## src/rtl/ipfd_pkg.sv

```systemverilog
// ----------------------------------------------------------------------------
// ipfd_pkg
// Shared types, widths and the arctangent table for the polar discriminator.
// ----------------------------------------------------------------------------
package ipfd_pkg;

    localparam int SAMPLE_BITS       = 16;
    localparam int CORDIC_ITERATIONS = 16;
    localparam int GUARD_BITS        = 8;
    localparam int ATAN_ENTRIES      = 24;
    localparam int ITER_W            = 5;

    // x/y datapath: sample, guard bits, pre-rotation and cordic growth
    localparam int XY_W   = SAMPLE_BITS + GUARD_BITS + 3;
    localparam int Z_W    = 32;
    localparam int MAG_W  = 16;
    localparam int PH_W   = 16;
    localparam int SR_W   = 27;
    localparam int FREQ_W = 27;

    // magnitude gain correction, 1/K in q0.30
    localparam int                 INV_W       = 30;
    localparam logic [INV_W-1:0]   INV_GAIN    = INV_W'(652032874);
    localparam int                 XC_W        = XY_W - 1;
    localparam int                 MPROD_W     = XC_W + INV_W;
    localparam int                 MAG_SHIFT   = INV_W + GUARD_BITS;
    localparam int                 MQ_W        = MPROD_W + 1 - MAG_SHIFT;

    // frequency product: signed phase step times sample rate
    localparam int                 FP_W        = PH_W + 1 + SR_W;
    localparam int                 FQ_W        = FP_W - PH_W;
    localparam logic [FQ_W-1:0]    FREQ_LIMIT  = FQ_W'(62500000);

    typedef struct packed {
        logic signed [XY_W-1:0] x;
        logic signed [XY_W-1:0] y;
        logic [Z_W-1:0]         z;
        logic                   mono;
        logic                   first;
        logic                   zero;
        logic [MAG_W-1:0]       mono_mag;
    } t_cell;

    // arctangent of 2^-i, 2^32 = 2pi, rounded to nearest
    function automatic logic [Z_W-1:0] atan_entry(input logic [ITER_W-1:0] idx);
        logic [Z_W-1:0] v;
        case (idx)
            5'd0:    v = 32'd536870912;
            5'd1:    v = 32'd316933406;
            5'd2:    v = 32'd167458907;
            5'd3:    v = 32'd85004756;
            5'd4:    v = 32'd42667331;
            5'd5:    v = 32'd21354465;
            5'd6:    v = 32'd10680862;
            5'd7:    v = 32'd5340245;
            5'd8:    v = 32'd2670163;
            5'd9:    v = 32'd1335087;
            5'd10:   v = 32'd667544;
            5'd11:   v = 32'd333772;
            5'd12:   v = 32'd166886;
            5'd13:   v = 32'd83443;
            5'd14:   v = 32'd41722;
            5'd15:   v = 32'd20861;
            5'd16:   v = 32'd10430;
            5'd17:   v = 32'd5215;
            5'd18:   v = 32'd2608;
            5'd19:   v = 32'd1304;
            5'd20:   v = 32'd652;
            5'd21:   v = 32'd326;
            5'd22:   v = 32'd163;
            5'd23:   v = 32'd81;
            default: v = '0;
        endcase
        return v;
    endfunction

endpackage

```

## src/rtl/ipfd_post.sv

```systemverilog
// ----------------------------------------------------------------------------
// ipfd_post
// Gain correction, phase rounding, phase step and frequency scaling,
// ending in the output register.
// ----------------------------------------------------------------------------
module ipfd_post
    import ipfd_pkg::*;
(
    input  logic                     i_clk,
    input  logic                     i_rst_n,
    input  logic [SR_W-1:0]          i_rate_hz,
    input  logic                     i_valid,
    output logic                     o_ready,
    input  t_cell                    i_data,
    output logic                     o_valid,
    input  logic                     i_ready,
    output logic [MAG_W-1:0]         o_magnitude,
    output logic signed [PH_W-1:0]   o_phase_angle,
    output logic signed [FREQ_W-1:0] o_freq_hz
);

    logic r1_valid, r2_valid, r3_valid, r4_valid;
    logic rdy1, rdy2, rdy3, rdy4;

    assign rdy4    = !r4_valid || i_ready;
    assign rdy3    = !r3_valid || rdy4;
    assign rdy2    = !r2_valid || rdy3;
    assign rdy1    = !r1_valid || rdy2;
    assign o_ready = rdy1;

    always_ff @(posedge i_clk) begin
        if (!i_rst_n) begin
            r1_valid <= 1'b0;
            r2_valid <= 1'b0;
            r3_valid <= 1'b0;
            r4_valid <= 1'b0;
        end else begin
            if (rdy1) begin
                r1_valid <= i_valid;
            end
            if (rdy2) begin
                r2_valid <= r1_valid;
            end
            if (rdy3) begin
                r3_valid <= r2_valid;
            end
            if (rdy4) begin
                r4_valid <= r3_valid;
            end
        end
    end

    // stage 1: clamp x, gain product, round the angle
    logic [XC_W-1:0]    xc;
    logic [Z_W-1:0]     z_rnd;
    logic [MPROD_W-1:0] r1_prod, n1_prod;
    logic [PH_W-1:0]    r1_phase, n1_phase;
    logic               r1_mono, r1_first;
    logic [MAG_W-1:0]   r1_mono_mag;

    always_comb begin
        xc       = i_data.x[XY_W-1] ? '0 : i_data.x[XC_W-1:0];
        n1_prod  = MPROD_W'(xc) * MPROD_W'(INV_GAIN);
        z_rnd    = i_data.z + Z_W'(32'h0000_8000);
        n1_phase = (i_data.mono || i_data.zero) ? '0 : z_rnd[Z_W-1 -: PH_W];
    end

    always_ff @(posedge i_clk) begin
        if (rdy1 && i_valid) begin
            r1_prod     <= n1_prod;
            r1_phase    <= n1_phase;
            r1_mono     <= i_data.mono;
            r1_first    <= i_data.first;
            r1_mono_mag <= i_data.mono_mag;
        end
    end

    // stage 2: magnitude rounding, phase step against the previous sample
    logic [MPROD_W:0]        msum;
    logic [MQ_W-1:0]         mq;
    logic [MAG_W-1:0]        n2_mag, r2_mag;
    logic signed [PH_W-1:0]  n2_step, r2_step;
    logic [PH_W-1:0]         r2_phase;
    logic                    r2_nofreq;
    logic [PH_W-1:0]         r_prev_phase;

    always_comb begin
        msum = {1'b0, r1_prod} + ((MPROD_W+1)'(1) << (MAG_SHIFT - 1));
        mq   = msum[MPROD_W:MAG_SHIFT];
        if (r1_mono) begin
            n2_mag = r1_mono_mag;
        end else if (|mq[MQ_W-1:MAG_W]) begin
            n2_mag = '1;
        end else begin
            n2_mag = mq[MAG_W-1:0];
        end
        n2_step = $signed(r1_phase - r_prev_phase);
    end

    always_ff @(posedge i_clk) begin
        if (!i_rst_n) begin
            r_prev_phase <= '0;
        end else if (rdy2 && r1_valid && !r1_mono) begin
            r_prev_phase <= r1_phase;
        end
    end

    always_ff @(posedge i_clk) begin
        if (rdy2 && r1_valid) begin
            r2_mag    <= n2_mag;
            r2_step   <= n2_step;
            r2_phase  <= r1_phase;
            r2_nofreq <= r1_mono || r1_first;
        end
    end

    // stage 3: step times sample rate
    logic signed [FP_W-1:0] r3_prod;
    logic [MAG_W-1:0]       r3_mag;
    logic [PH_W-1:0]        r3_phase;
    logic                   r3_nofreq;

    always_ff @(posedge i_clk) begin
        if (rdy3 && r2_valid) begin
            r3_prod   <= FP_W'(r2_step) * $signed(FP_W'(i_rate_hz));
            r3_mag    <= r2_mag;
            r3_phase  <= r2_phase;
            r3_nofreq <= r2_nofreq;
        end
    end

    // stage 4: divide by 2^16 rounding away from zero, saturate
    logic [FP_W-1:0]   fabs;
    logic [FP_W-1:0]   fsum;
    logic [FQ_W-1:0]   fq;
    logic [FQ_W-1:0]   fsat;
    logic [FREQ_W-1:0] fmag;
    logic [FREQ_W-1:0] n4_freq;

    always_comb begin
        fabs = r3_prod[FP_W-1] ? FP_W'(-r3_prod) : FP_W'(r3_prod);
        fsum = fabs + FP_W'(32768);
        fq   = fsum[FP_W-1:PH_W];
        fsat = (fq > FREQ_LIMIT) ? FREQ_LIMIT : fq;
        fmag = fsat[FREQ_W-1:0];
        if (r3_nofreq) begin
            n4_freq = '0;
        end else if (r3_prod[FP_W-1]) begin
            n4_freq = -fmag;
        end else begin
            n4_freq = fmag;
        end
    end

    always_ff @(posedge i_clk) begin
        if (rdy4 && r3_valid) begin
            o_magnitude   <= r3_mag;
            o_phase_angle <= $signed(r3_phase);
            o_freq_hz     <= $signed(n4_freq);
        end
    end

    assign o_valid = r4_valid;

endmodule
```

## config.mk

```make
export PLATFORM = sky130hd
export DESIGN_NAME = ipfd_post
export DESIGN_NICKNAME = d
export VERILOG_FILES = /design/src/rtl/ipfd_pkg.sv /design/src/rtl/ipfd_post.sv
export SDC_FILE = /design/constraint.sdc
export NUM_CORES = 2
export LEC_CHECK = 0
export BUFFER_PORTS_ARGS = -buffer_cell sky130_fd_sc_hd__buf_2
export CAP_MARGIN = 10
export CORE_MARGIN = 2
export CORE_UTILIZATION = 55
export CTS_CLUSTER_DIAMETER = 150
export DETAILED_ROUTE_END_ITERATION = 6
export GPL_TIMING_DRIVEN = 0
export PLACE_DENSITY = 0.85
export RECOVER_POWER = 50
export SETUP_SLACK_MARGIN = 0.05
export SKIP_CTS_REPAIR_TIMING = 1
export SLEW_MARGIN = 20
export SYNTH_ARGS = -nofsm -noshare
export SYNTH_HDL_FRONTEND = slang
export SYNTH_SLANG_ARGS = --single-unit
```

## constraint.sdc

```tcl
create_clock -name i_clk -period 8.3 [get_ports i_clk]
set_input_delay 1.245 -clock i_clk [delete_from_list [all_inputs] [get_ports i_clk]]
set_output_delay 1.245 -clock i_clk [all_outputs]
set_load 0.03 [all_outputs]
```

==> impl_metrics.toml <==
[critical_path]
crit_required_ps = 8550
arrival_ps = 9000
crit_fanout = 8
cp-start-kind = "primary input"
cpMostUsedCell = "fa_1"
worstSetupPathType = "primary input to flop"
slowest_stage = "fa_1"
slowest_delay_ps = 600
path_delay_family = "adder cells"
path_buf_inv = 8
worst_setup_path_end_kind = "flop"

[cells_and_area]
layout.cells.non_filler = 5242
multiInputGateArea_sq_um = 28200
mostFrequentLayoutCells = "inv_1 (959), fa_1 (643), nand2_1 (399)"
layout.nets = 5482
ff_latch_area_sq_um = 7550
fillers = 5558
drive_gt1_frac = 0.100
mostFrequentLayoutCell = "inv_1"
area_growth_pct = 11.1

[timing]
fin_ws_ps = -452
hold_viol_final = 0
rsz0062_at_grt = "yes"
clock.fmax_mhz = 114
hold_slack_ps = 401
setup_viol = 7
slew_headroom = -0.0733
skew_ps = 46.9
fin_crit_sh = 1.05
drv_slew = 70
period_needed_ps = 8750
worst_pin_slew_ps = 1610

[floorplanning]
die-area_sq_um = 73600
rows = 98
core_sq_um = 71100
die_x_um = 271
start_util = 0.553
pin_count = 197
die_h_um = 271

[min_path]
hp-class = "flop to flop"

[synthesis]
avgSynthCellArea_sq_um = 9.78
synth_warnings = 0
async_reset_ff_frac = 0
synth.area.top_cells = "fa_1 (34%), edfxtp_1 (18%), ha_1 (13%)"
ys_types = 87
synth_seq_cells = 258
synth_edf_count = 238
synth_cells = 4017
syn_nets = 5225
synthesis.area_sq_um = 39300
yosys.area.top_type = "fa_1"
ys.flop_type = "edfxtp_1"
synth_top_area_frac = 0.336
seq_area_frac_synth = 0.192

[clocking]
cts.path.max_buffers = 3
clk_latency_ps = 550
numCtsBuffers = 24
cts_tree = "done"
cts_sinks = 258
h-tree-depth = 1
clockRootBuffer = "clkbuf_16"
clk_pin_slew_ps = 70

[placement]
io_buffers = 151
hpwl_um = 83400
place_congestion = 0.988
placedCellCount = 5128

[run_status]
violations = "max-capacitance violations, max-slew violations, negative setup slack"
status = "complete, but fails checks"

[detailed_routing]
ant_nets = 0
avgRoutedWirePerCell_um = 19.7
first_iter_violations = 2515
drt_pass1_iterations = 7
via_count = 29400
drc = 0
viasPerCell = 5.60
wl_um = 103000

[grt]
grt_overflow = 0
grt_pass1_vias = 30500
grt_max_degree = 30
antenna_found_initial = 4
track_usage = 0.278
grt_pass1_wl_um = 161000

[job]
maxCapViolations = 3
==> cell type report <==
| class | instances | share of cell area |
|---|---|---|
| multi-input cells | 2645 | 0.647 |
| flip-flops and latches | 258 | 0.173 |
| inverters | 982 | 0.0854 |
| repair buffers | 247 | 0.0363 |
| well taps | 950 | 0.0272 |
| clock buffers | 32 | 0.0152 |
| plain buffers | 116 | 0.0137 |
| clock inverters | 9 | 0.00244 |
| diodes | 3 | 0.000172 |
==> worst reg2reg max path: cells and delay by family, from the launching register on <==
kind | cells | cell delay (ps)
AOI/OAI and AO/OA | 7 | 1430
adders and majority gates | 7 | 3380
DFF | 1 | 700
xor gates and xnor gates | 1 | 120
and+or+nand+nor | 6 | 1270
buffers and inverters | 6 | 950
==> per-stage QoR <==
stage / TNS (ps) / utilization / worst slack [ps] / instance area, sq um
after floorplan: -64.7 / - / -64.7 / 39500
final: -1100 / 0.614 / -452 / 43700
after CTS: -31310 / 0.597 / -1610 / 42500
after global placement: -49900 / 0.582 / -2100 / 41400
after global routing: -2860 / 0.614 / -626 / 43700
after detailed placement: -42730 / 0.586 / -1760 / 41700
==> cells in the mapped netlist, drive strengths merged (23+ instances only) <==
cell      n
ha      413
clkbuf  122
nor3     44
o21ai    65
edfxtp  238
and3     27
and2    141
xor2     60
nor2    140
a21oi   109
nand3    38
xnor2   103
fa      659
inv     982
a21o     38
a21boi   29
or3      24
nand2b   51
nand4    30
nand2   401
nor2b    50
o21a     23
==> kinds of logic (layout without fill, tap and decap cells) <==
family	count (synthesis)	in the layout	share of synthesized area
adders and majority gates	1073	1073	0.467
other	0	3	0
buffers and inverters	1114	1386	0.107
xor gates and xnor gates	163	163	0.0363
AOI/OAI and AO/OA	378	378	0.0644
and+or+nand+nor	1016	1016	0.129
muxes	15	15	0.00398
DFF	258	258	0.192
==> final timing paths <==
kind                         start                    endpoint  slack (ps)  cells past startpoint
min reg2reg  r3_phase[6]$_DFFE_PP_  o_phase_angle[6]$_DFFE_PP_         400                      0
max reg2reg   r2_step[1]$_DFFE_PP_       r3_prod[40]$_DFFE_PP_         180                     27
min          r3_phase[6]$_DFFE_PP_  o_phase_angle[6]$_DFFE_PP_         400                      0
max                    i_data[104]       r1_prod[55]$_DFFE_PP_        -450                     29
==> sequential cells by signal, indices dropped and copies added (netlist names), 16 cells and up <==
name / count
r3_phase: 16
o_freq_hz: 27
r_prev_phase: 16
r2_step: 16
o_phase_angle: 16
r3_mag: 16
r1_phase: 16
r3_prod: 44
r2_phase: 16
r1_mono_mag: 16
r2_mag: 16
o_magnitude: 16
r1_prod: 19
==> per-layer routing <==
layer  track usage  vias to the layer above  share of wire
met5             0                        -       0.000097
met1         0.350                    14600           0.37
met2         0.475                     1378           0.50
met4         0.126                        2          0.055
li1              -                    13000              -
met3        0.0429                      360          0.077
Power is not shown: default switching activity piles up to over one toggle a cycle in this logic, so the estimate is an artifact.
