--- src/rtl/ipfd_pkg.sv ---
// ----------------------------------------------------------------------------
// ipfd_pkg
// Shared types, widths and the arctangent table for the polar discriminator.
// ----------------------------------------------------------------------------
package ipfd_pkg;

    localparam int SAMPLE_BITS       = 16;
    localparam int CORDIC_ITERATIONS = 16;
    localparam int GUARD_BITS        = 8;
    localparam int ATAN_ENTRIES      = 24;
    localparam int ITER_W            = 5;

    // x/y datapath: sample, guard bits, pre-rotation and cordic growth
    localparam int XY_W   = SAMPLE_BITS + GUARD_BITS + 3;
    localparam int Z_W    = 32;
    localparam int MAG_W  = 16;
    localparam int PH_W   = 16;
    localparam int SR_W   = 27;
    localparam int FREQ_W = 27;

    // magnitude gain correction, 1/K in q0.30
    localparam int                 INV_W       = 30;
    localparam logic [INV_W-1:0]   INV_GAIN    = INV_W'(652032874);
    localparam int                 XC_W        = XY_W - 1;
    localparam int                 MPROD_W     = XC_W + INV_W;
    localparam int                 MAG_SHIFT   = INV_W + GUARD_BITS;
    localparam int                 MQ_W        = MPROD_W + 1 - MAG_SHIFT;

    // frequency product: signed phase step times sample rate
    localparam int                 FP_W        = PH_W + 1 + SR_W;
    localparam int                 FQ_W        = FP_W - PH_W;
    localparam logic [FQ_W-1:0]    FREQ_LIMIT  = FQ_W'(62500000);

    typedef struct packed {
        logic signed [XY_W-1:0] x;
        logic signed [XY_W-1:0] y;
        logic [Z_W-1:0]         z;
        logic                   mono;
        logic                   first;
        logic                   zero;
        logic [MAG_W-1:0]       mono_mag;
    } t_cell;

    // arctangent of 2^-i, 2^32 = 2pi, rounded to nearest
    function automatic logic [Z_W-1:0] atan_entry(input logic [ITER_W-1:0] idx);
        logic [Z_W-1:0] v;
        case (idx)
            5'd0:    v = 32'd536870912;
            5'd1:    v = 32'd316933406;
            5'd2:    v = 32'd167458907;
            5'd3:    v = 32'd85004756;
            5'd4:    v = 32'd42667331;
            5'd5:    v = 32'd21354465;
            5'd6:    v = 32'd10680862;
            5'd7:    v = 32'd5340245;
            5'd8:    v = 32'd2670163;
            5'd9:    v = 32'd1335087;
            5'd10:   v = 32'd667544;
            5'd11:   v = 32'd333772;
            5'd12:   v = 32'd166886;
            5'd13:   v = 32'd83443;
            5'd14:   v = 32'd41722;
            5'd15:   v = 32'd20861;
            5'd16:   v = 32'd10430;
            5'd17:   v = 32'd5215;
            5'd18:   v = 32'd2608;
            5'd19:   v = 32'd1304;
            5'd20:   v = 32'd652;
            5'd21:   v = 32'd326;
            5'd22:   v = 32'd163;
            5'd23:   v = 32'd81;
            default: v = '0;
        endcase
        return v;
    endfunction

endpackage

--- src/rtl/ipfd_cordic_cell.sv ---
// ----------------------------------------------------------------------------
// ipfd_cordic_cell
// One vectoring cordic micro-rotation with its own pipeline register.
// ----------------------------------------------------------------------------
module ipfd_cordic_cell
    import ipfd_pkg::*;
(
    input  logic              i_clk,
    input  logic              i_rst_n,
    input  logic [ITER_W-1:0] i_iter,
    input  logic              i_valid,
    output logic              o_ready,
    input  t_cell             i_data,
    output logic              o_valid,
    input  logic              i_ready,
    output t_cell             o_data
);

    logic  r_valid;
    t_cell r_data;
    t_cell n_data;

    logic signed [XY_W-1:0] xs;
    logic signed [XY_W-1:0] ys;

    always_comb begin
        n_data = i_data;
        xs     = i_data.x >>> i_iter;
        ys     = i_data.y >>> i_iter;
        if (!i_data.y[XY_W-1]) begin
            n_data.x = i_data.x + ys;
            n_data.y = i_data.y - xs;
            n_data.z = i_data.z + atan_entry(i_iter);
        end else begin
            n_data.x = i_data.x - ys;
            n_data.y = i_data.y + xs;
            n_data.z = i_data.z - atan_entry(i_iter);
        end
    end

    assign o_ready = !r_valid || i_ready;

    always_ff @(posedge i_clk) begin
        if (!i_rst_n) begin
            r_valid <= 1'b0;
        end else if (o_ready) begin
            r_valid <= i_valid;
        end
    end

    always_ff @(posedge i_clk) begin
        if (o_ready && i_valid) begin
            r_data <= n_data;
        end
    end

    assign o_valid = r_valid;
    assign o_data  = r_data;

endmodule

--- config.mk ---
export PLATFORM = sky130hd
export DESIGN_NAME = ipfd_cordic_cell
export DESIGN_NICKNAME = d
export VERILOG_FILES = /design/src/rtl/ipfd_pkg.sv /design/src/rtl/ipfd_cordic_cell.sv
export SDC_FILE = /design/constraint.sdc
export NUM_CORES = 1
export LEC_CHECK = 0
export BUFFER_PORTS_ARGS = -buffer_cell sky130_fd_sc_hd__buf_2
export CAP_MARGIN = 20
export CORE_ASPECT_RATIO = 0.7
export CORE_MARGIN = 3
export CORE_UTILIZATION = 40
export CTS_BUF_LIST = sky130_fd_sc_hd__clkbuf_2 sky130_fd_sc_hd__clkbuf_4 sky130_fd_sc_hd__clkbuf_8
export CTS_CLUSTER_SIZE = 30
export DETAILED_ROUTE_END_ITERATION = 8
export PLACE_DENSITY_LB_ADDON = 0.2
export SLEW_MARGIN = 20
export SYNTH_ARGS = -nofsm -noshare
export SYNTH_HDL_FRONTEND = slang
export SYNTH_SLANG_ARGS = --single-unit
export TNS_END_PERCENT = 5
--- constraint.sdc ---
create_clock -name i_clk -period 11.1 [get_ports i_clk]
set_input_delay 2.22 -clock i_clk [delete_from_list [all_inputs] [get_ports i_clk]]
set_output_delay 2.22 -clock i_clk [all_outputs]
set_load 0.01 [all_outputs]
==> results.py, run 1 <==
metrics = {
    "status": {
        "status": "finished clean",
    },
    "place": {
        "io_buffers": 220,
        "hpwlAfterDp_mm": 35.2,
        "dp_cells": 2044,
        "place_congestion": 0.980,
        "pre_cts_ws_ns": 2.32,
    },
    "synth": {
        "yosys_warnings": 0,
        "synth_cell_types": 81,
        "synth_flop_cell": "edfxtp_1",
        "yosysMostFrequentCell": "a21oi_1",
        "syn_area_per_cell_um2": 9.15,
        "yosys.area.top_type": "edfxtp_1",
        "ys_seq_elements": 106,
        "yosysSeqAreaShare": 0.237,
        "synth_edf_count": 105,
        "synth_top_cells_by_count": "a21oi_1, nor2_1, nand2_1",
        "syn-instance-count": 1465,
        "netlist_top_cells_area": "edfxtp_1, mux4_2, ha_1",
        "synth_area_um2": 13400,
        "yosysTopAreaCellShare": 0.235,
        "synth_nets": 1680,
        "async_flop_share": 0,
    },
    "routing": {
        "detail_route.wirelength_mm": 45.3,
        "drtAntennaViolNets": 0,
        "drtIter0Drc": 1253,
        "num_vias": 12600,
        "drc": 0,
        "via_per_inst": 6.11,
        "wl_per_cell_um": 22.0,
        "dr.pass1.iters": 6,
    },
    "global_routing": {
        "first_global_vias": 11900,
        "grt_pass1_wl_mm": 69.0,
        "antenna_found_initial": 0,
        "grt_max_degree": 70,
        "grt_overflow": 0,
        "track_usage": 0.246,
    },
    "final_layout": {
        "multiInputGateArea_um2": 9670,
        "n_antenna_cell": 0,
        "final_nets": 1843,
        "fill_cells": 3223,
        "seq_area_um2": 3170,
        "fin_cells": 2060,
        "syn_to_final_growth_pct": 11.7,
        "post_route_cells_drive_above_1_share": 0.230,
    },
    "worst_setup_path": {
        "worstPathArrival_ns": 8.56,
        "worst-setup-path-type": "input port to flip-flop",
        "critPathRequiredTime_ns": 11.29,
        "start_kind": "input port",
        "end_kind": "flip-flop",
        "path_max_fanout": 37,
    },
    "pwr": {
        "clkPwrFrac": 0.151,
        "vdd_ir_drop_max_uv": 65.2,
        "swShare": 0.408,
        "switchingPower_mw": 0.721,
        "leakage_nw": 6.18,
        "combPwrFrac": 0.529,
        "power_frac_seq": 0.320,
        "power_mw": 1.77,
        "p_int_mw": 1.05,
        "power_density_nw_per_um2": 118,
    },
    "clock_network": {
        "clk_pin_slew_ns": 0.11,
        "numCtsBuffers": 9,
        "cts-root-buf": "clkbuf_8",
        "cts_hold_buf": 0,
        "cts_setup_buffers": 0,
        "cts.sinks": 106,
        "cts_tree": "built",
        "cts_max_path_buffers": 2,
        "htreeDepth": 3,
        "clk_latency_ns": 0.43,
        "cts_resized": 0,
    },
    "sta": {
        "holdWs_ns": 0.549,
        "fmax_mhz": 120,
        "worst_slack_ns": 2.73,
        "fin_setup_tns_ns": 0,
        "fin_crit_ns": 8.37,
        "relSlewSlack": 0.327,
        "finalHoldViolations": 0,
        "rsz0062_at_grt": "no",
        "period_share": 0.754,
        "finalSetupViolCount": 0,
        "fin_worst_skew_ns": 0.00713,
        "worst-slew-pin-transition_ns": 1.01,
        "slew_viol_final": 0,
    },
    "job": {
        "maxCapViolCount": 0,
    },
    "die": {
        "ios": 221,
        "die_area_um2": 35800,
        "fp-row-count": 55,
        "fp.dieH_um": 159,
        "dieWidth_um": 225,
        "core_area_um2": 32700,
        "initial_utilization": 0.410,
    },
    "hold_path": {
        "hold_path.class": "flip-flop to flip-flop",
    },
}
-- critical path, cell delays in order --
cell and delay (ns):
buf_2 0.58, clkinv_1 0.39, buf_4 0.38, a222oi_1 0.94
mux4_2 0.48, and4_4 0.25, and3_1 0.18, and2_1 0.18
nor2b_1 0.33, nor2b_1 0.18, o221ai_1 0.13, ha_1 0.33
inv_1 0.11, o21bai_1 0.08, a21o_1 0.21, nor3b_1 0.24
a211oi_1 0.21, a2111oi_0 0.67, o31ai_1 0.15, a21oi_1 0.20
xnor2_1 0.08
-- per-layer routing --
metal  global-route usage  up-vias  wire (um)
met3               0.0798       59       5080
li1                     -     5846          -
met5                    0        -          0
met2                0.357      644      18900
met4               0.0494        0        648
met1                0.359     6030      20700
-- power by group through the flow --
stage | Clock [mW] | Sequential [mW] | Combinational [mW]
final | 0.267 | 0.566 | 0.937
after detailed placement | 0 | 0.575 | 0.919
after global placement | 0 | 0.576 | 0.914
after CTS | 0.282 | 0.567 | 0.926
after global routing | 0.297 | 0.574 | 1.03
after floorplan | 0 | 0.619 | 0.611
-- cells by family after synthesis --
logic type | count (synthesis) | synth area share
muxes | 143 | 0.179
and+or+nand+nor | 435 | 0.161
adders and majority gates | 101 | 0.0959
AOI/OAI and AO/OA | 407 | 0.193
xor gates and xnor gates | 140 | 0.0914
buffers and inverters | 133 | 0.0426
DFF | 106 | 0.237
-- layout by cell type, fill, tap and decap left out, types with 6 or more instances in the layout --
| master | instances |
|---|---|
| buf_2 | 218 |
| a21oi_1 | 136 |
| nor2_1 | 125 |
| nand2_1 | 108 |
| edfxtp_1 | 105 |
| ha_1 | 98 |
| xnor2_1 | 87 |
| mux4_2 | 75 |
| o21ai_0 | 69 |
| xor2_1 | 53 |
| inv_1 | 48 |
| a21o_1 | 42 |
| mux2i_1 | 41 |
| nor2b_1 | 34 |
| nor3_1 | 27 |
| mux2_2 | 27 |
| a31oi_1 | 26 |
| nand3_1 | 26 |
| nand2b_1 | 25 |
| and3_1 | 16 |
| o21bai_1 | 15 |
| buf_4 | 15 |
| a211oi_1 | 14 |
| and2_1 | 13 |
| o211ai_1 | 12 |
| or3_1 | 11 |
| or2_2 | 11 |
| o22ai_1 | 10 |
| o31ai_1 | 9 |
| clkbuf_8 | 9 |
| o2111ai_1 | 8 |
| o21a_1 | 8 |
| a22oi_1 | 7 |
| nor4_1 | 6 |
| a21boi_0 | 6 |
-- path summary, 6_finish.rpt --
path,startpoint,end,slack (ns),cells after the start
hold reg to reg,o_valid,o_valid,0.55,2
setup / recovery,i_iter[1],o_data[103],2.73,21
setup reg to reg,o_valid,o_data[37],8.94,3
hold / removal,o_valid,o_valid,0.55,2
-- sequential cells by signal, summed over array words and instances, names as in the netlist --
register,cells
o_valid,1
o_data,105
-- area by class of cell --
class	count	area share
clock inverter	7	0.00568
sequential	106	0.212
tap	427	0.0357
multi-input combinational	1226	0.645
inverter	52	0.0130
timing repair buffer	233	0.0803
clock buffer	9	0.00827
-- per-stage QoR --
stage | util | cell area [um^2]
final | 0.458 | 15000
after global routing | 0.458 | 15000
after CTS | 0.458 | 15000
after detailed placement | 0.452 | 14800
after global placement | 0.452 | 14800
after floorplan | - | 13400
Power figures use the tool's default switching activity.
==> run 2: changes to the inputs <==
--- a/config.mk
+++ b/config.mk
@@ -5,6 +5,7 @@
 export SDC_FILE = /design/constraint.sdc
 export NUM_CORES = 1
 export LEC_CHECK = 0
+export ABC_AREA = 1
 export BUFFER_PORTS_ARGS = -buffer_cell sky130_fd_sc_hd__buf_2
 export CAP_MARGIN = 20
 export CORE_ASPECT_RATIO = 0.7
==> constraint.sdc (replaced) <==
create_clock -name i_clk -period 7.85 [get_ports i_clk]
set_input_delay 1.57 -clock i_clk [delete_from_list [all_inputs] [get_ports i_clk]]
set_output_delay 1.57 -clock i_clk [all_outputs]
set_load 0.01 [all_outputs]
==> run 2 against run 1 <==
Core utilization grew 0.36 points; clock-buffer cell count unchanged; flip-flop and latch count unchanged; critical path depth increased by 4; cell count increased by 26%; wire length down 2.9%; via count increased by 12%; critical path type unchanged; largest cell class unchanged.
==> results.py, run 2 <==
metrics = {
    "pwr": {
        "vdd_ir_drop_max_uv": 90.6,
        "leakage_nw": 7.30,
        "power_density_nw_per_um2": 173,
    },
    "clock_network": {
        "cts.sinks": 106,
        "cts_max_path_buffers": 2,
        "clk_pin_slew_ns": 0.14,
        "cts_setup_buffers": 0,
        "cts_resized": 0,
        "cts-root-buf": "clkbuf_8",
        "numCtsBuffers": 9,
        "cts_tree": "built",
        "cts_hold_buf": 0,
        "clk_latency_ns": 0.45,
        "htreeDepth": 3,
    },
    "job": {
        "maxCapViolCount": 0,
    },
    "worst_setup_path": {
        "critPathRequiredTime_ns": 8.07,
        "end_kind": "flip-flop",
        "start_kind": "input port",
        "path_max_fanout": 32,
        "worst-setup-path-type": "input port to flip-flop",
        "worstPathArrival_ns": 6.26,
    },
    "synth": {
        "yosysSeqAreaShare": 0.240,
        "yosysMostFrequentCell": "nand2_1",
        "synth_area_um2": 13200,
        "async_flop_share": 0,
        "syn_area_per_cell_um2": 6.60,
        "synth_cell_types": 53,
        "synth_top_cells_by_count": "nand2_1, nand3_1, inv_1",
        "syn-instance-count": 1999,
        "synth_edf_count": 105,
        "ys_seq_elements": 106,
        "netlist_top_cells_area": "edfxtp_1, nand2_1, nand3_1",
        "synth_flop_cell": "edfxtp_1",
        "synth_nets": 2214,
        "yosys.area.top_type": "edfxtp_1",
        "yosysTopAreaCellShare": 0.239,
        "yosys_warnings": 0,
    },
    "place": {
        "dp_cells": 2585,
        "hpwlAfterDp_mm": 35.5,
        "place_congestion": 0.973,
        "io_buffers": 220,
    },
    "final_layout": {
        "final_nets": 2391,
        "final_common_cell": "nand2_1",
        "seq_area_um2": 3170,
        "syn_to_final_growth_pct": 11.4,
        "layout_common_cells": "nand2_1, nand3_1, buf_2",
        "post_route_cells_drive_above_1_share": 0.151,
        "multiInputGateArea_um2": 8950,
        "largest_reg_flops": 105,
        "fin_cells": 2602,
        "fill_cells": 3385,
    },
    "routing": {
        "num_vias": 14100,
        "dr.pass1.iters": 5,
        "drtIter0Drc": 1372,
        "detail_route.wirelength_mm": 44.0,
        "wl_per_cell_um": 16.9,
        "via_per_inst": 5.42,
        "drc": 0,
        "drtAntennaViolNets": 0,
    },
    "sta": {
        "worst-slew-pin-transition_ns": 0.976,
        "relSlewSlack": 0.349,
        "rsz0062_at_grt": "no",
        "finalHoldViolations": 0,
        "period_share": 0.770,
        "fin_crit_ns": 6.04,
        "fin_setup_tns_ns": 0,
        "fmax_mhz": 165,
        "finalSetupViolCount": 0,
        "slew_viol_final": 0,
        "fin_worst_skew_ns": 0.0150,
    },
    "die": {
        "initial_utilization": 0.415,
        "dieWidth_um": 223,
        "core_area_um2": 31800,
        "fp.dieH_um": 158,
        "ios": 221,
        "fp-row-count": 54,
        "die_area_um2": 35300,
    },
    "global_routing": {
        "track_usage": 0.243,
        "grt_overflow": 0,
        "first_global_vias": 12800,
        "grt_max_degree": 75,
        "antenna_found_initial": 1,
        "grt_pass1_wl_mm": 68.6,
    },
    "status": {
        "status": "finished clean",
    },
    "hold_path": {
        "hold_path.class": "flip-flop to flip-flop",
    },
}
[run 2: changes by cell type after synthesis, moves of 22 or more]
cell and change:
mux2i_1 -41, mux4_2 -75, nor2b_1 -34, nand3_1 +229
nand2b_1 -25, nand2_1 +537, xnor2_1 -44, inv_1 +107
xor2_1 +32, mux2_2 -27, a21o_1 -35, clkbuf_1 -22
o21ai_1 +32
[run 2: cell families after synthesis]
logic type      after synthesis  share of synthesized area
simple gates               1134                      0.369
xor+xnor                    128                     0.0849
compound gates              293                      0.126
flops                       106                      0.240
fa+ha+maj                   101                     0.0974
buf+inv                     237                     0.0822
[run 2: through the flow]
stage / power [mW] / setup slack [ns] / utilization / cell area, um^2 / hold slack (ns)
floorplan: 1.78 / 0.574 / - / 13200 / 0.595
global placement: 2.15 / 1.48 / 0.455 / 14500 / 0.529
detailed placement: 2.16 / 1.44 / 0.455 / 14500 / 0.552
CTS: 2.56 / 1.95 / 0.462 / 14700 / 0.569
global route: 2.76 / 1.46 / 0.462 / 14700 / 0.618
finish: 2.54 / 1.81 / 0.462 / 14700 / 0.558
[run 2: worst paths after layout]
| kind | startpoint | endpoint | slack (ns) | cells after the start |
|---|---|---|---|---|
| max reg2reg | o_valid | o_data[94] | 6.13 | 2 |
| min | o_valid | o_valid | 0.56 | 2 |
| min reg2reg | o_valid | o_valid | 0.56 | 2 |
| max | i_iter[3] | o_data[76] | 1.81 | 25 |
[run 2: report_power, final]
group          internal, mW  switching (mW)
Combinational         0.479           0.865
Sequential            0.787          0.0232
Clock                 0.131           0.256
Total                  1.40            1.14
[run 2: critical path: stages]
cell      delay, ns
buf_2          0.30
inv_2          0.34
nor2_2         0.56
buf_4          0.42
nand2_1        0.10
nand2_1        0.07
inv_1          0.04
nand2_1        0.11
inv_1          0.08
ha_1           0.25
inv_1          0.10
o21ai_2        0.08
xor2_1         0.21
inv_1          0.06
ha_1           0.34
nand2_1        0.06
inv_1          0.05
a21boi_0       0.15
o21ai_0        0.63
nand3_1        0.18
nand3_1        0.17
nand2_1        0.06
nand2_1        0.06
a21oi_1        0.07
xor2_1         0.15
[run 2: metal layers]
| layer | track usage | wire length, um | vias to the layer above |
|---|---|---|---|
| met5 | 0 | 0 | - |
| met4 | 0.0638 | 912 | 0 |
| met3 | 0.0397 | 3030 | 58 |
| met2 | 0.379 | 19300 | 550 |
| met1 | 0.349 | 20800 | 6434 |
| li1 | - | - | 7049 |
[run 2: area by class of cell]
class	count	share of cell area
tap	420	0.0357
clock buffer	9	0.00842
antenna	1	0.000170
clock inverter	7	0.00604
sequential	106	0.216
multi-input combinational	1656	0.609
inverter	172	0.0444
timing repair buffer	231	0.0805
==> run 3: changes to the inputs <==
--- a/config.mk
+++ b/config.mk
@@ -5,7 +5,7 @@
 export SDC_FILE = /design/constraint.sdc
 export NUM_CORES = 1
 export LEC_CHECK = 0
-export ABC_AREA = 1
+export ABC_AREA = 0
 export BUFFER_PORTS_ARGS = -buffer_cell sky130_fd_sc_hd__buf_2
 export CAP_MARGIN = 20
 export CORE_ASPECT_RATIO = 0.7
==> constraint.sdc (replaced) <==
create_clock -name i_clk -period 6.3 [get_ports i_clk]
set_input_delay 1.26 -clock i_clk [delete_from_list [all_inputs] [get_ports i_clk]]
set_output_delay 1.26 -clock i_clk [all_outputs]
set_load 0.01 [all_outputs]
==> run 3 against run 2 <==
Global-route usage is 3.5 points higher; worst setup slack worse by 1.5 ns; highest routed layer is now met5; critical endpoint is now o_data[77]; core utilization up 6.5 points; largest power group unchanged.
==> results.py, run 3 (synthesis results as in run 1) <==
metrics = {
    "status": {
        "status": "finished clean",
    },
    "clock_network": {
        "cts_max_path_buffers": 2,
        "cts_hold_buf": 0,
        "numCtsBuffers": 9,
        "htreeDepth": 3,
        "clk_pin_slew_ns": 0.11,
        "cts-root-buf": "clkbuf_8",
        "clk_latency_ns": 0.44,
        "cts.sinks": 106,
        "cts_tree": "built",
    },
    "sta": {
        "fin_crit_ns": 6.04,
        "slew_viol_final": 0,
        "fin_setup_tns_ns": 0,
        "worst-slew-pin-transition_ns": 0.840,
        "finalSetupViolCount": 0,
        "finalHoldViolations": 0,
        "worst_slack_ns": 0.259,
        "fmax_mhz": 166,
        "holdWs_ns": 0.551,
        "period_share": 0.959,
        "relSlewSlack": 0.440,
        "fin_worst_skew_ns": 0.0112,
    },
    "worst_setup_path": {
        "slowest_stage": "mux4_2",
        "path_buf_inv": 2,
        "crit_chain": "buf_4 -> buf_12 -> mux4_2 -> mux4_2 -> or3_1 -> a21oi_1 -> and2_1 -> a31oi_1 -> xnor2_1 -> ha_1 -> a21o_1 -> or3_1 -> a21oi_1 -> nor4_1 -> o41a_1 -> o211ai_1 -> nor3_1 -> nor4_1 -> o21bai_1 -> xnor2_1",
        "rr_worst_depth": 3,
        "start_kind": "input port",
        "slowest_delay_ns": 0.53,
        "critPathRequiredTime_ns": 6.50,
        "worst-setup-path-type": "input port to flip-flop",
        "rr_endpoint": "o_data[33]",
        "worstPathArrival_ns": 6.24,
        "end_kind": "flip-flop",
        "worst-r2r-setup-slack_ns": 4.16,
        "cpLargestDelayFamily": "compound AO/OA/AOI/OAI gates",
        "path_max_fanout": 7,
        "rr_startpoint": "o_valid",
    },
    "die": {
        "dieWidth_um": 225,
        "die_area_um2": 35800,
        "fp.dieH_um": 159,
        "core_area_um2": 32700,
        "fp-row-count": 55,
        "ios": 221,
        "initial_utilization": 0.410,
    },
    "final_layout": {
        "syn_to_final_growth_pct": 28.5,
        "n_antenna_cell": 0,
        "fill_cells": 3053,
        "layout_common_cells": "buf_4, buf_2, a21oi_1",
        "final_common_cell": "buf_4",
        "post_route_cells_drive_above_1_share": 0.348,
        "largest_reg_flops": 105,
        "final_nets": 2127,
        "fin_cells": 2344,
    },
    "place": {
        "place_congestion": 0.978,
        "dp_cells": 2327,
        "pre_cts_ws_ns": -0.238,
        "hpwlAfterDp_mm": 40.5,
        "io_buffers": 220,
    },
    "hold_path": {
        "hold_end": "o_valid",
        "min_path_cells": 2,
        "hold_path.class": "flip-flop to flip-flop",
        "hp-start": "o_valid",
    },
    "routing": {
        "wl_per_cell_um": 21.5,
        "drtIter0Drc": 1319,
        "num_vias": 13600,
        "dr.pass1.iters": 5,
        "detail_route.wirelength_mm": 50.4,
        "via_per_inst": 5.81,
        "drc": 0,
        "drtAntennaViolNets": 0,
    },
    "pwr": {
        "power_density_nw_per_um2": 197,
        "leakage_nw": 7.60,
        "vdd_ir_drop_max_uv": 107,
    },
    "global_routing": {
        "grt_max_degree": 66,
        "track_usage": 0.277,
        "antenna_found_initial": 1,
        "grt_overflow": 0,
        "first_global_vias": 13300,
        "grt_pass1_wl_mm": 77.3,
    },
    "job": {
        "maxCapViolCount": 0,
    },
}
-- run 3: worst max-delay path by stage --
stage	startpoint	slack, ns	cells past startpoint	end
global placement	i_iter[0]	-0.29	22	o_data[77]
detailed placement	i_iter[0]	-0.24	22	o_data[103]
global route	i_iter[0]	-0.005	22	o_data[77]
floorplan	i_iter[0]	0.03	22	o_data[104]
finish	i_iter[0]	0.26	20	o_data[77]
CTS	i_iter[0]	0.22	22	o_data[77]
-- run 3: timing repair --
action,CTS,global route
setup buffers,0,1
resized for setup,0,9
endpoints found under the setup margin,0,12
hold endpoints to repair,0,0
-- run 3: metrics by stage --
stage | power [mW] | utilization | cell area, um^2
after global placement | 2.92 | 0.520 | 17000
after global routing | 3.64 | 0.527 | 17200
after floorplan | 2.17 | - | 13400
final | 3.39 | 0.527 | 17200
after detailed placement | 2.93 | 0.520 | 17000
after CTS | 3.39 | 0.526 | 17200
-- run 3: layout make-up --
class | count | area [um^2] | area share
multi-input combinational | 1226 | 9710 | 0.563
timing repair buffer | 517 | 3440 | 0.199
sequential | 106 | 3170 | 0.184
tap | 427 | 534 | 0.0310
inverter | 52 | 195 | 0.0113
clock buffer | 9 | 124 | 0.00719
clock inverter | 7 | 61.3 | 0.00356
-- run 3: worst reg2reg max path: stages (launching register included) --
cell,delay [ns]
dfxtp_1,0.33
nand2b_1,0.10
and2_4,0.51
buf_4,0.74
-- run 3: metal layers --
metal	vias to the layer above	global-route usage	share of wire
met1	6502	0.410	0.47
met2	603	0.399	0.41
met3	68	0.0853	0.10
li1	6444	-	-
met4	2	0.0566	0.016
met5	-	0	0.00034
-- run 3: power breakdown --
part | switching [mW] | internal, mW
Sequential | 0.0270 | 0.968
Clock | 0.287 | 0.150
Combinational | 1.04 | 0.918
